`src/assert_macros.svh`:
```
// assertion macros shared by the design files
`ifndef ASSERT_MACROS_SVH
`define ASSERT_MACROS_SVH

// property that must hold at every clock edge out of reset
`define ASSERT_ALWAYS(label, clk, rst_n, prop, msg) \
  label: assert property (@(posedge clk) disable iff (!rst_n) (prop)) else $error(msg);

// same-cycle implication
`define ASSERT_IMPLIES(label, clk, rst_n, ante, cons, msg) \
  label: assert property (@(posedge clk) disable iff (!rst_n) (ante) |-> (cons)) else $error(msg);

// next-cycle implication
`define ASSERT_NEXT(label, clk, rst_n, ante, cons, msg) \
  label: assert property (@(posedge clk) disable iff (!rst_n) (ante) |=> (cons)) else $error(msg);

`endif

```
`src/hcg_ram.sv`:
```
// generic single write port ram with registered read
module hcg_ram #(
  parameter int WIDTH = 32,
  parameter int DEPTH = 8
) (
  input  logic                     clk_i,
  input  logic                     we_i,
  input  logic [$clog2(DEPTH)-1:0] waddr_i,
  input  logic [WIDTH-1:0]         wdata_i,
  input  logic [$clog2(DEPTH)-1:0] raddr_i,
  output logic [WIDTH-1:0]         rdata_o
);

  logic [WIDTH-1:0] mem_q [DEPTH];

  // write port and registered read port
  always_ff @(posedge clk_i) begin
    if (we_i) begin
      mem_q[waddr_i] <= wdata_i;
    end
    rdata_o <= mem_q[raddr_i];
  end

endmodule

```
`config.mk`:
```
export PLATFORM = sky130hd
export DESIGN_NAME = hcg_ram
export DESIGN_NICKNAME = d
export VERILOG_FILES = /design/src/assert_macros.svh /design/src/hcg_ram.sv
export SDC_FILE = /design/constraint.sdc
export NUM_CORES = 1
export LEC_CHECK = 0
export BUFFER_PORTS_ARGS = -buffer_cell sky130_fd_sc_hd__buf_2
export CAP_MARGIN = 20
export CORE_MARGIN = 2
export CORE_UTILIZATION = 55
export DETAILED_ROUTE_END_ITERATION = 6
export GPL_TIMING_DRIVEN = 0
export HOLD_SLACK_MARGIN = 0.15
export PLACE_DENSITY = 0.78
export SLEW_MARGIN = 20
export SYNTH_ARGS = -nofsm -noshare
export SYNTH_HDL_FRONTEND = slang
export SYNTH_SLANG_ARGS = --single-unit
```
`constraint.sdc`:
```
create_clock -name clk_i -period 4.3 [get_ports clk_i]
set_clock_uncertainty 0.2 [all_clocks]
set_input_delay 0.215 -clock clk_i [delete_from_list [all_inputs] [get_ports clk_i]]
set_output_delay 0.215 -clock clk_i [all_outputs]
set_load 0.01 [all_outputs]
```
Word level (Yosys, flattened, before mapping)
Memories as Yosys holds them, arrays and structs flattened. A register that Yosys moved wholly into a read port is not among the register bits.
Index checks and enable logic that the tools add are counted.

storage, ports and cells
  memory bits (writable) = 256
  memories = 1
  flip-flop bits (word level) = 0
  word-level logic and storage cells = 3
  bits of input ports = 40

memory list
  memory  words  bits a word  read ports  clocked after Yosys merged registers in  wr ports  RTL line       RTL
  mem_q   8      32           1           1                                        1         hcg_ram.sv:14  logic [WIDTH-1:0] mem_q [DEPTH];

cells by class
  muxes and demuxes = 2

operators by type and width
  cell     number
  $mux W1  2

Longest topological paths before layout
  depth after elaboration = 2
  depth in mapped cells = 4
  gate-level depth less buffers = 2

Worst setup path before layout
No wires, ideal clock.

  path kind = input to register
  start = input port waddr_i[2]
  end = memory mem_q[0][0] (enable)
  stages = 2
  setup slack = 1.038 ns
  data required time = 3.639 ns
  buffers on the path = 0
  library setup time = 0.461 ns
  arrival time = 2.601 ns
  cells stage by stage = nand2b_1 nor3_1

RTL lines
  what             RTL line       RTL
  start, declared  hcg_ram.sv:8   input logic [$clog2(DEPTH)-1:0] waddr_i,
  end, declared    hcg_ram.sv:14

Straight into the memory's write port.

Worst setup path in the final report
  start = input port waddr_i[0]
  end = memory mem_q[4][11] (enable)

Straight into the memory's write port.

==> results.cfg <==
[setup_path]
cp_top_family = buffers and inverters
cpMostUsedCell = dlygate4sd3_1
crit_buf_inv = 5
worstPathArrival_ps = 2480
crit_slowest_cell = dlygate4sd3_1
critPathMaxFanout = 8
cpPeakStageDelay_ps = 900
crit_type = primary input to flip-flop
end_kind = flip-flop
worstRegToRegCells = 3
crit_required_ps = 4330
cp_cell_sequence = dlygate4sd3_1 -> buf_2 -> nor3_2 -> dlygate4sd3_1 -> buf_6 -> buf_4
path_depth = 6
start_kind = primary input

[timing]
setup_viol = 0
rsz0062_at_grt = no
fmax_mhz = 408.3
tightest_slew_ps = 873.5
hold_viol = 0
hold_slack_ps = 194.8
period_share = 0.5695
fin_crit_ps = 2449
maxSlewHeadroom = 0.4145
drv_slew = 0

[hold_path]
hold_path.class = primary input to flip-flop
hold_depth = 3

[route]
drc = 0
vias = 4782
ant_nets = 0
drt_iter0_drc = 433
wirelength_um = 19840
vias_per_cell = 5.818
wl_per_cell_um = 24.14
first_pass_iters = 5

[cells_and_area]
final_cells = 822
synthToLayoutAreaGrowth_pct = 20.98
utilization = 0.6769
num-fill-cells = 1093
drive_gt1_frac = 0.3435
finalInstanceArea_sq_um = 12660
antenna_cells = 0
fin_nets = 608

[synthesis]
yosysSeqAreaShare = 0.7957
avgSynthCellArea_sq_um = 25.22
synth_seq_cells = 288
synth.top_cells.by_count = 256 x edfxtp_1, 40 x mux4_1, 32 x dfxtp_1, 32 x mux2_2, 24 x mux4_2
synthTopCellsByArea = edfxtp_1 73%, mux4_1 10%, dfxtp_1 6.1%, mux4_2 5.2%, mux2_2 3.4%
async_flop_share = 0
ys_types = 13
yosysTopAreaCellShare = 0.7345
synthFlopType = edfxtp_1
syn_inst = 415
yosysTopAreaCell = edfxtp_1
synth_warnings = 0
synth_area_sq_um = 10470
synth_most_common_cell = edfxtp_1
syn_nets = 455
synth_edf_count = 256

[global_route]
antenna_found_initial = 0
track_usage = 0.2055
grt_pass1_wl_um = 30150
grt_max_degree = 21
grt-ovfl-total = 0
grt_pass1_vias = 5135

[floorplanning]
rows = 50
core-area_sq_um = 18710
die_h_um = 141.9
initial_core_util = 0.5595
dieArea_sq_um = 20150
die-width_um = 141.9
ios = 72

[power]
max-vdd-ir-drop_v = 0.0003813
power_frac_comb = 0.062
internal-power_w = 0.004589
pwr-share-clk = 0.384
switchingPower_w = 0.001156
switching_share = 0.2012
power.density_nw_per_um2 = 453.7
p_seq_frac = 0.555
leakagePower_nw = 4.367

[placed_design]
dpl-instance-area_sq_um = 11460
portBuffers = 68
gp_congestion = 0.6528
dp_hpwl_um = 11660
dp_cells = 735

[clock_network]
cts-root-buf = clkbuf_16
cts_setup_buffers = 0
cts_buffer_depth = 3
clock_sinks = 288
clk_latency_ps = 520
clk_pin_slew_ps = 60
hold_buffers = 38
cts_buffers = 27
htreeDepth = 1
cts_tree = done
cts_resized = 0

[status]
status = complete, no violations

[run]
drv_cap = 0
-- per-layer routing --
metal,share of wire,track usage,wire (um)
met1,0.40,0.2689,7964
met2,0.52,0.3666,10390
met3,0.055,0.03062,1099
met4,0.020,0.05421,391
met5,0,0,0
-- layout by cell type (no fill, tap or decap) --
cell type      count
buf_1              4
buf_12             2
buf_16             6
buf_2             74
buf_4              5
buf_6             10
buf_8              2
bufinv_16          1
clkbuf_1           9
clkbuf_16         27
clkbuf_8           2
clkinv_1           2
clkinv_2           7
clkinvlp_4         2
dfxtp_1           32
dlygate4sd3_1     38
edfxtp_1         256
mux2_2            32
mux4_1            40
mux4_2            24
nand2_1            2
nand2b_1           3
nor2_4             6
nor3_2             2
-- cells by family after synthesis --
logic type / Yosys count / share of synthesized area
multiplexers: 96 / 0.1865
buffers and inverters: 18 / 0.01219
flip-flops: 288 / 0.7957
AND/OR/NAND/NOR: 13 / 0.005619
-- cell type report --
type | instances | area, sq um | share of cell area
well taps | 234 | 292.8 | 0.02312
multi-input cells | 109 | 2066 | 0.1631
clock inverters | 12 | 87.58 | 0.006917
repair buffers | 124 | 1027 | 0.08113
plain buffers | 18 | 127.6 | 0.01008
clock buffers | 37 | 733.2 | 0.05791
flip-flops and latches | 288 | 8328 | 0.6577
-- power groups by stage --
stage / clock (W) / combinational [W] / sequential [W]
finish: 0.00220 / 0.000353 / 0.00319
global placement: 0 / 0.000291 / 0.00324
CTS: 0.00223 / 0.000355 / 0.00319
global route: 0.00233 / 0.000377 / 0.00320
floorplan: 0 / 0.000160 / 0.00326
detailed placement: 0 / 0.000322 / 0.00325
-- worst paths after layout --
kind,from,endpoint,slack [ps]
hold / removal,raddr_i[2],rdata_o[1]$_DFF_P_,190
setup / recovery,waddr_i[0],mem_q[4][11]$_DFFE_PP_,1850
setup reg to reg,mem_q[4][31]$_DFFE_PP_,rdata_o[31]$_DFF_P_,2280
hold reg to reg,mem_q[2][17]$_DFFE_PP_,rdata_o[17]$_DFF_P_,470
-- flip-flops by register name, summed over array words and instances, names as in the netlist --
signal and count:
mem_q 256, rdata_o 32
-- metrics by stage --
stage | setup TNS, ps | power (W) | worst slack, ps
6_report | 0 | 0.005745 | 1851
4_1_cts | 0 | 0.005773 | 1888
3_5_place_dp | 0 | 0.003568 | 2089
3_3_place_gp | -71770 | 0.003534 | -1188
2_1_floorplan | 0 | 0.003417 | 1038
5_1_grt | 0 | 0.005905 | 1798
-- tightest hold or removal path, cell delays in order --
cell      delay (ps)
clkbuf_1         240
mux4_1           280
mux2_2           140
Note: power is estimated with default switching activity, not from simulation.
