`src/assert_macros.svh`:
```
// assertion macros shared by the design files
`ifndef ASSERT_MACROS_SVH
`define ASSERT_MACROS_SVH

// property that must hold at every clock edge out of reset
`define ASSERT_ALWAYS(label, clk, rst_n, prop, msg) \
  label: assert property (@(posedge clk) disable iff (!rst_n) (prop)) else $error(msg);

// same-cycle implication
`define ASSERT_IMPLIES(label, clk, rst_n, ante, cons, msg) \
  label: assert property (@(posedge clk) disable iff (!rst_n) (ante) |-> (cons)) else $error(msg);

// next-cycle implication
`define ASSERT_NEXT(label, clk, rst_n, ante, cons, msg) \
  label: assert property (@(posedge clk) disable iff (!rst_n) (ante) |=> (cons)) else $error(msg);

`endif

```
`src/hcg_pkg.sv`:
```
// shared types, constants and elaboration helpers for the hex cell geometry block
package hcg_pkg;

  localparam int COORD_BITS = 32;
  localparam int FRAC_BITS  = 16;

  // result kinds
  typedef enum logic [1:0] {
    KIND_GAUSS    = 2'd0,
    KIND_CENTROID = 2'd1,
    KIND_EXTENT   = 2'd2
  } kind_e;

  // engine sequencer states
  typedef enum logic [3:0] {
    S_IDLE,
    S_LOAD,
    S_INIT,
    S_OP,
    S_MUL,
    S_ACC,
    S_DMUL,
    S_DACC,
    S_ROUND,
    S_EMIT,
    S_CENT,
    S_EXT
  } eng_state_e;

  // control side of one result handed from the engine to the output register
  typedef struct packed {
    logic       valid;
    kind_e      kind;
    logic [2:0] index;
    logic       last;
  } res_ctrl_t;

  // fractional bits of the 1d gauss weights
  function automatic int wgt_bits(input int coord_bits);
    return ((62 - coord_bits) < 31) ? (62 - coord_bits) : 31;
  endfunction

  function automatic int max_int(input int a, input int b);
    return (a > b) ? a : b;
  endfunction

  // integer square root, elaboration only
  function automatic longint unsigned isqrt_c(input longint unsigned n);
    longint unsigned res;
    longint unsigned rem;
    longint unsigned bit_v;
    res   = 0;
    rem   = n;
    bit_v = 64'h4000_0000_0000_0000;
    for (int i = 0; i < 32; i++) begin
      if (bit_v != 0) begin
        if (rem >= res + bit_v) begin
          rem = rem - (res + bit_v);
          res = (res >> 1) + bit_v;
        end else begin
          res = res >> 1;
        end
        bit_v = bit_v >> 2;
      end
    end
    return res;
  endfunction

  // offset of the gauss point weights from one half: 2^(w-1)/sqrt(3)
  function automatic longint unsigned gauss_offset(input int w);
    longint unsigned p;
    p = longint'(1) << (2 * w - 2);
    return isqrt_c(p / 3);
  endfunction

endpackage

```
`src/hcg_stats.sv`:
```
// running sum, minimum and maximum per axis over the vertices of a cell
module hcg_stats #(
  parameter int COORD_BITS = hcg_pkg::COORD_BITS
) (
  input  logic                       clk_i,
  input  logic                       we_i,
  input  logic                       first_i,
  input  logic [2:0][COORD_BITS-1:0] vtx_i,
  output logic [2:0][COORD_BITS-1:0] cent_o,
  output logic [2:0][COORD_BITS-1:0] ext_o
);

  localparam int C = COORD_BITS;
  localparam logic signed [C:0] LIM = {2'b00, {(C-1){1'b1}}};

  logic signed [C+2:0] sum_q [3];
  logic signed [C-1:0] mn_q  [3];
  logic signed [C-1:0] mx_q  [3];

  for (genvar a = 0; a < 3; a++) begin : g_axis
    logic signed [C-1:0] v;
    logic signed [C+2:0] cs;
    logic signed [C:0]   span;

    assign v = vtx_i[a];

    // accumulate on each vertex transfer, restart on the first of a cell
    always_ff @(posedge clk_i) begin
      if (we_i) begin
        if (first_i) begin
          sum_q[a] <= (C+3)'(v);
          mn_q[a]  <= v;
          mx_q[a]  <= v;
        end else begin
          sum_q[a] <= sum_q[a] + (C+3)'(v);
          if (v < mn_q[a]) mn_q[a] <= v;
          if (v > mx_q[a]) mx_q[a] <= v;
        end
      end
    end

    // centroid rounded half up, extent saturated
    always_comb begin
      cs   = sum_q[a] + (C+3)'(4);
      span = {mx_q[a][C-1], mx_q[a]} - {mn_q[a][C-1], mn_q[a]};
    end
    assign cent_o[a] = cs[3 +: C];
    assign ext_o[a]  = (span > LIM) ? LIM[C-1:0] : span[C-1:0];
  end

endmodule

```
`config.mk`:
```
export PLATFORM = sky130hd
export DESIGN_NAME = hcg_stats
export DESIGN_NICKNAME = d
export VERILOG_FILES = /design/src/assert_macros.svh /design/src/hcg_pkg.sv /design/src/hcg_stats.sv
export SDC_FILE = /design/constraint.sdc
export NUM_CORES = 1
export LEC_CHECK = 0
export BUFFER_PORTS_ARGS = -buffer_cell sky130_fd_sc_hd__buf_4
export CAP_MARGIN = 40
export CORE_MARGIN = 4
export CORE_UTILIZATION = 60
export DETAILED_ROUTE_END_ITERATION = 10
export PLACE_DENSITY_LB_ADDON = 0.15
export SYNTH_ARGS = -nofsm -noshare
export SYNTH_HDL_FRONTEND = slang
export SYNTH_SLANG_ARGS = --single-unit
```
`constraint.sdc`:
```
create_clock -name clk_i -period 16.15 [get_ports clk_i]
set_input_delay 2.4225 -clock clk_i [delete_from_list [all_inputs] [get_ports clk_i]]
set_output_delay 2.4225 -clock clk_i [all_outputs]
set_load 0.02 [all_outputs]
```
* Yosys cells after proc, flatten, opt, wreduce, memory -nomap -nowiden *
Memories as Yosys holds them, arrays and structs flattened.
Index checks and enable logic that the tools add are counted.

storage, ports and cells
  register bits after elaboration = 0
  RAM bits = 297
  input port bits = 99
  output and inout port bits = 192
  logic and storage cells = 72
  memories = 3

memories
  name   depth  width  rd ports  clocked after memory_dff  write ports  RTL line         text
  sum_q  3      35     3         0                         3            hcg_stats.sv:16  logic signed [C+2:0] sum_q [3];
  mn_q   3      32     3         0                         3            hcg_stats.sv:17  logic signed [C-1:0] mn_q [3];
  mx_q   3      32     3         0                         3            hcg_stats.sv:18  logic signed [C-1:0] mx_q [3];

operators by class
  add/subtract/negate cells = 9
  magnitude comparators = 9
  mux-type cells = 42
  bitwise gates (word level) = 9

operators by type and width
  kind                                                                                count
  32-bit two-way mux                                                                  9
  35-bit by 32-bit adder with 35-bit output                                           3
  35-bit by 4-bit adder with 35-bit output (second input constant)                    3
  35-bit two-way mux                                                                  3
  33-bit by 32-bit greater-than comparator with 1-bit output (second input constant)  3
  32-bit by 32-bit subtractor with 33-bit output                                      3
  32-bit greater-than comparator                                                      3
  32-bit < comparator                                                                 3
  1-bit two-way mux                                                                   30
  1-bit bitwise OR                                                                    9

* Logic depth before layout (Yosys ltp) *
Gate-level depths: netlist (run 1).

  depth in word-level cells = 6
  mapped depth = 15
  mapped depth without buffers = 14

* Worst setup path after synthesis (run 1) *
Ideal clock, no wire load.

  path kind = input-to-reg
  from = in vtx_i[57] in the netlist's numbering
  to = mem mx_q[1][0] in the netlist's numbering, enable pin
  library setup time = 0.533 ns
  arrival = 7.572 ns
  required time = 15.617 ns
  setup slack = 8.045 ns
  cell stages on the path = 11
  path buffers = 0
  cells stage by stage = ha_1 a21o_1 a21o_1 a21o_1 a21oi_1 nor2b_1 o21ai_0 nand2b_1 a21oi_1 o21ai_0 o311ai_0

RTL lines
  element      RTL line         text
  from (decl)  hcg_stats.sv:8   input logic [2:0][COORD_BITS-1:0] vtx_i,
  to (decl)    hcg_stats.sv:18

==> summary by stage, run 1 <==
Status
The run finished with clean final reports.

STA
The number of failing setup endpoints in the final timing report is 0. The count of final hold-check violations is 0. The max-slew violation count is 0. The smallest clock period supported by the final layout is computed as 6940 ps. For the final database, setup skew stands at 22.7 ps. Setup repair after global routing left no endpoint under its margin. The worst pin sits at a relative slew slack of 31.3%.

At the pin with the least slew margin, the transition time is 1010 ps. After layout, the worst path uses 43.0% of the clock period. Static timing analysis puts the maximum clock frequency at 144 MHz. The worst hold-check slack is 642 ps. The summed negative setup slack over all endpoints is 0 ps.

Yosys
The average cell area after synthesis is 9.14 um^2. The most used flip-flop cell after synthesis is sky130_fd_sc_hd__edfxtp_1. Counting flops with an async set or reset pin after synthesis yields a share of 0%.

The count of flip-flops with a built-in enable after synthesis is 297. The combinational family with the most area after synthesis is compound AO/OA/AOI/OAI gates. The count of distinct cell types in the synthesized netlist is 85. During synthesis, Yosys emitted a total of 0 warnings. The portion of the post-synthesis area used by sequential elements is 32.6%. The register bit total from synthesis is 297.

Summing the areas of all compound-gate instances in the mapped netlist gives 19.4% of the synthesized area. The basic-gate share of the synthesized area counting and, or, nand and nor cells is 14.7%. The xor/xnor share of the synthesized area is 7.77%. The post-synthesis mux area share is 0.128%.

The combined area of all synthesized cells is 27,400 um^2. Summing the areas of all fa, ha and maj instances in the mapped netlist gives 18.3% of the synthesized area. In the synthesized netlist, the number of instances is 2,996. The post-synth net total is 3,491.

Pwr
The maximum resistive drop on vdd is 0.102 mV. The reported net switching power is 0.00115 W. The switching part of the total is 36.7%. In this run the power density over the cells is 102 nW/um^2. Internal power comes to 0.00198 W. The total power draw is 0.00312 W. Per report_power, the sequential group accounts for 31.6% of the total.

The combinational share of power is 41.4%. The static leakage is 14.3 nW. The share of total power dissipated in the clock network is 27.1%.

Clock network
In this run, CTS created clock tree buffers numbering 36. Hold repair after CTS inserted 0 buffers. The number of clock sinks seen by CTS is 297. The clock root buffer is sky130_fd_sc_hd__clkbuf_16.

The clock-pin slew on the worst setup and hold paths is 60 ps. Clock latency on the worst-skew pair, taken at its later pin, is 560 ps. Post-CTS repair changed the size of 0 cells. The number of setup buffers added after CTS is 0. The clock tree from TritonCTS is done. The maximum root-to-sink buffer count is 3. The clock tree synthesis step divided the H-tree into 2 levels.

Finish
The number of fill cells is 3,645. The area growth from synthesis to final layout is 12.4%. The share of the core filled with cells is 67.9%. The fraction of final layout cells with drive strength greater than 1 is 12.7%. After the last flow step, the layout net total stands at 3,685.

Placement
Port buffering added 290 buffers. The half-perimeter wire length of the detailed placement result is 56,800 um. The placer congestion estimate is 0.962.

Route
The iteration count of the initial detailed-routing pass is 5. The count of unresolved DRC violations after routing is 0. After detailed routing, the average wire length per cell comes to 19.3 um. The number of nets with antenna violations after routing is 0.

The first routing iteration left 1,988 violations. The via count is 23,118. Summed over all layers, the routed wires come to 73,500 um. The post-detailed-route via-to-cell ratio is 6.05.

Flow run
Max-cap violations in this run came to 0.

Setup path
The largest fanout on the critical path is 31. The arrival time of the worst setup path is 4520 ps. By startpoint and endpoint, the worst setup path is classified as flip-flop to output port. STA puts the critical path data required time at 13,730 ps. The kind of launch point of the worst setup path is a flip-flop. The kind of capture point of the worst setup path is an output port.

Die
The die covers 49,100 um^2. The floorplan has 78 rows. The number of top-level pins is 291. The core area is 45,300 um^2. The die span in x is 222 um. The chip height is 222 um. The initial standard-cell utilization of the core is 60.5%.

GRT
The via count of the first global-routing pass is 22,979. The wire length of the first global-routing pass is 118,000 um. The largest net degree at the start of global routing is 97.

The initial antenna violation count came to 4. The global-route congestion overflow total is 0. The total global routing track utilization is 28.8%.

Min path
The worst hold path belongs to the class flip-flop to flip-flop.
[per-layer routing]
layer	track usage, %	part of all wire [%]
met5	0	0.024
met4	9.74	3.1
met3	4.05	6.5
met2	48.2	47
met1	38.7	44
[placed cells by master, fill, tap and decap left out, drive strengths merged, types with 8 or more instances in the layout]
cell type	instances
edfxtp	297
buf	306
inv	263
or3	17
a21boi	12
nand3	70
o21a	46
nor3	32
a211oi	26
nor2	122
nand2b	55
o21bai	26
a21o	160
nor2b	47
o211ai	10
xnor2	146
nand2	309
clkinv	15
a31oi	24
o31ai	19
and3	45
o21ai	231
a21oi	196
ha	390
clkbuf	42
nand4	71
xor2	97
or2	8
and2	12
[registers in the layout, summed over array words and instances, names as in the netlist]
signal,cells
mn_q,96
sum_q,105
mx_q,96
[cells in the mapped netlist, drive strengths merged (71+ instances only)]
cell	instances	area share, %
ha	390	18
nand2	309	4.3
edfxtp	297	33
inv	263	3.6
o21ai	231	4.3
a21oi	196	3.6
a21o	160	4.4
xnor2	146	4.7
nor2	122	1.7
buf	110	3.0
xor2	97	3.1
nand4	71	1.6
[power groups by stage]
stage | combinational [W] | sequential, W | clock [W]
4_1_cts | 0.00128 | 0.000985 | 0.000860
5_1_grt | 0.00141 | 0.000993 | 0.000888
3_5_place_dp | 0.00127 | 0.00100 | 0
6_report | 0.00129 | 0.000986 | 0.000845
3_3_place_gp | 0.00123 | 0.000999 | 0
2_1_floorplan | 0.000899 | 0.000989 | 0
[worst paths after layout]
path	from	end	slack [ps]	cells after the start
max	mn_q[2][0]	ext_o[93]	9210	14
max reg2reg	mn_q[2][1]	mn_q[2][19]	12170	13
min reg2reg	sum_q[2][0]	sum_q[2][0]	640	3
min	sum_q[2][0]	sum_q[2][0]	640	3
[critical path: stages, from the launching register on]
cell                        delay, ps
sky130_fd_sc_hd__edfxtp_1         390
sky130_fd_sc_hd__ha_1             250
sky130_fd_sc_hd__fa_1             380
sky130_fd_sc_hd__nor2b_1          180
sky130_fd_sc_hd__o21ai_0          130
sky130_fd_sc_hd__a21boi_0         520
sky130_fd_sc_hd__o211ai_1         250
sky130_fd_sc_hd__o211ai_1         310
sky130_fd_sc_hd__nand4_1          280
sky130_fd_sc_hd__a21oi_1          230
sky130_fd_sc_hd__o31a_1           170
sky130_fd_sc_hd__nand2_1           60
sky130_fd_sc_hd__mux2_4           440
sky130_fd_sc_hd__o2111ai_1        180
sky130_fd_sc_hd__buf_4            190
[metrics by stage]
step | setup WS, ps | cell area, um^2 | std cells
6_report | 9210 | 30800 | 3819
5_1_grt | 8830 | 30800 | 3819
4_1_cts | 9230 | 30800 | 3816
3_5_place_dp | 9860 | 29600 | 3752
3_3_place_gp | 9820 | 29500 | 3747
2_1_floorplan | 8040 | 27400 | 2996
[cell type report]
cell class                 instances  area [um^2]  share of cell area (%)
timing repair buffer             306         2330                    7.58
inverter                         263          987                    3.21
tap                              600          751                    2.44
antenna                            3         7.51                  0.0244
multi-input combinational       2286        16600                    53.8
clock buffer                      42          966                    3.14
clock inverter                    22          240                   0.781
sequential                       297         8920                    29.0
[logic make-up (layout without fill, tap and decap cells)]
family	count (synthesis)	in the layout
buf+inv	413	633
flops	297	297
simple gates	822	822
compound gates	822	822
other cells	0	3
mux	3	3
fa+ha+maj	396	396
xor+xnor	243	243
(Power assumes the default switching activity.)
==> run 2, diff against run 1 <==
CORE_UTILIZATION = 55   (was 60)
clock period = 5.6 ns   (was 16.15 ns; I/O delays follow)
==> summary by stage, run 2 (synthesized netlist as in run 1, its figures left out) <==
Finish
Counting flops per register, the top entry is sum_q. The share of the core filled with cells is 63.0%. The library cells used most frequently in the layout, excluding fill and tap cells, are sky130_fd_sc_hd__ha_1, sky130_fd_sc_hd__buf_4, sky130_fd_sc_hd__nand2_1. The area of all placed cells without fillers is 30,900 um^2.

Leaving out fill and tap cells, the most frequent cell in the layout is sky130_fd_sc_hd__ha_1. The largest registers in the layout are sum_q (105), mn_q (96), mx_q (96). The net count of the finished layout is 3,689. The register with the most flip-flops in the layout has 105 of them.

The fraction of final layout cells with drive strength greater than 1 is 12.9%. The final cell count without fillers is 3,887. The area growth from synthesis to final layout is 12.9%.

Route
The iteration count of the initial detailed-routing pass is 5. The total wire length is 71,800 um. The count of unresolved DRC violations after routing is 0. The number of DRC markers in iteration 0 is 1,708.

The via count is 22,610. Dividing the detail-routed wire length by the instance count gives 18.5 um. The post-detailed-route via-to-cell ratio is 5.82.

In this run the remaining antenna-violating nets after routing total 0.

Setup path
Counting cells, the worst reg-to-reg path comes to 14. Setup slack on the worst reg-to-reg path comes out at 1720 ps. The kind of launch point of the worst setup path is a flip-flop. The endpoint identified for the worst register-to-register timing path is mx_q[0][29]. At the worst endpoint, the required time is 4760 ps. The largest fanout on the critical path is 31. The start of the worst register-to-register path is mx_q[0][1].

STA classifies the critical path endpoint as an output port. The critical path ends at ext_o[93]. The critical setup path kind is flip-flop to output port. The arrival time of the worst setup path is 4500 ps. Tracing the worst setup path back leads to its startpoint at mn_q[2][1].

Die
The core area is 49,100 um^2. The initial standard-cell utilization of the core is 55.8%. The number of top-level pins is 291. The die is 231 um wide. The area of the die is 53,400 um^2. Row generation in the floorplan step produced 81 rows.

The chip height is 231 um.

GRT
Global routing used 26.0% of the available tracks. The via count of the first global-routing pass is 22,072. The first global-routing pass estimated 113,000 um of wire. The total overflow left after global routing is 0. The initial antenna violation count was 2. The largest net degree at the start of global routing is 85.

Placement
The instance area after placement is 29,600 um^2. The half-perimeter wire length of the detailed placement result is 56,600 um. At the end of routability-driven placement, the weighted congestion stood at 0.919. Once placement completed, the tool counted placed cells totaling 3,818. The port buffer count is 290.

STA
For the pin with the worst max-slew slack, the measured transition is 906 ps. The count of final hold-check violations is 0. Based on the critical path, the design can be clocked at up to 187 MHz. Setup violations remaining at the end of the flow were counted as 0.

In the final timing run, aggregate negative setup slack is 0 ps. Counting I/O delays and the setup requirement, the final critical path takes 5340 ps. The max-slew violation count came to 0.

Setup repair after global routing left no endpoint under its margin. On the final layout, the worst clock skew is 15.0 ps. In this run the tightest slew margin relative to its limit is 38.0%. The share of the clock period used by the worst path is 95.4%.

Clock network
Clock latency on the worst-skew pair, taken at its later pin, is 550 ps. The clock root buffer is sky130_fd_sc_hd__clkbuf_16. The total number of H-tree levels is 2. TritonCTS built the clock tree. The number of CTS-inserted buffers is 38. The clock-pin slew on the worst setup and hold paths is 60 ps.

The clock passes through at most 3 buffers. The count of hold buffers inserted by post-cts repair is 0. Counting every sink on the clock net gives 297.

Status
The flow ran to the end, and the final reports show no timing, DRC or antenna violations.

Pwr
The power density over cell area is 292 nW/um^2. The static leakage is 14.4 nW. The total power draw is 0.00904 W. The maximum resistive drop on vdd is 0.253 mV.

Flow run
Max-cap violations in this run came to 0.

Min path
The type of the worst min-delay path is input pin to flip-flop. The worst hold path stage count is 1.
## run 2: repair_timing
item	in CTS	in global routing
buffers inserted	0	0
gates resized for setup	0	1
endpoints found under the setup margin	0	17
## run 2: routing by layer
| metal | global-route usage [%] | share of wire, % | vias to the layer above |
|---|---|---|---|
| li1 | - | - | 11167 |
| met1 | 35.1 | 45 | 10645 |
| met2 | 43.7 | 47 | 677 |
| met3 | 3.21 | 5.7 | 121 |
| met4 | 8.14 | 2.8 | 0 |
| met5 | 0 | 0 | - |
## run 2: how the worst min path moves through the flow
stage                      startpoint          end  slack, ps
after floorplan           sum_q[0][0]  sum_q[0][0]        610
after global placement    sum_q[0][0]  sum_q[0][0]        620
after detailed placement  sum_q[0][0]  sum_q[0][0]        640
after CTS                    vtx_i[0]   mx_q[0][0]        480
after global routing         vtx_i[0]   mx_q[0][0]        490
final                        vtx_i[0]   mx_q[0][0]        510
## run 2: power breakdown
group	internal [W]	switching, W
registers	0.00271	0.000138
logic	0.00153	0.00217
clock network	0.00151	0.000988
total	0.00574	0.00330
## run 2: area by class of cell
type	count	area, um^2
diodes	2	5.00
clock buffers	47	1050
clock inverters	20	196
fillers	4152	18200
inverters	263	987
multi-input cells	2286	16600
flip-flops and latches	297	8920
well taps	664	831
repair buffers	308	2340
## run 2: per-stage QoR
stage	worst slack [ps]	hold WS, ps
final	256	507
after global routing	10.7	486
after CTS	168	480
after detailed placement	770	636
after global placement	977	624
after floorplan	57.0	607
## run 2: critical path, stage by stage (launching register included)
cell	delay, ps
sky130_fd_sc_hd__edfxtp_1	430
sky130_fd_sc_hd__inv_1	100
sky130_fd_sc_hd__ha_1	220
sky130_fd_sc_hd__nor2b_1	130
sky130_fd_sc_hd__o21a_1	170
sky130_fd_sc_hd__o21ai_0	460
sky130_fd_sc_hd__a31oi_2	200
sky130_fd_sc_hd__or2_4	310
sky130_fd_sc_hd__a211oi_4	370
sky130_fd_sc_hd__a22oi_4	130
sky130_fd_sc_hd__a41oi_4	310
sky130_fd_sc_hd__o31a_4	170
sky130_fd_sc_hd__mux2_4	440
sky130_fd_sc_hd__o2111ai_1	270
sky130_fd_sc_hd__buf_4	230
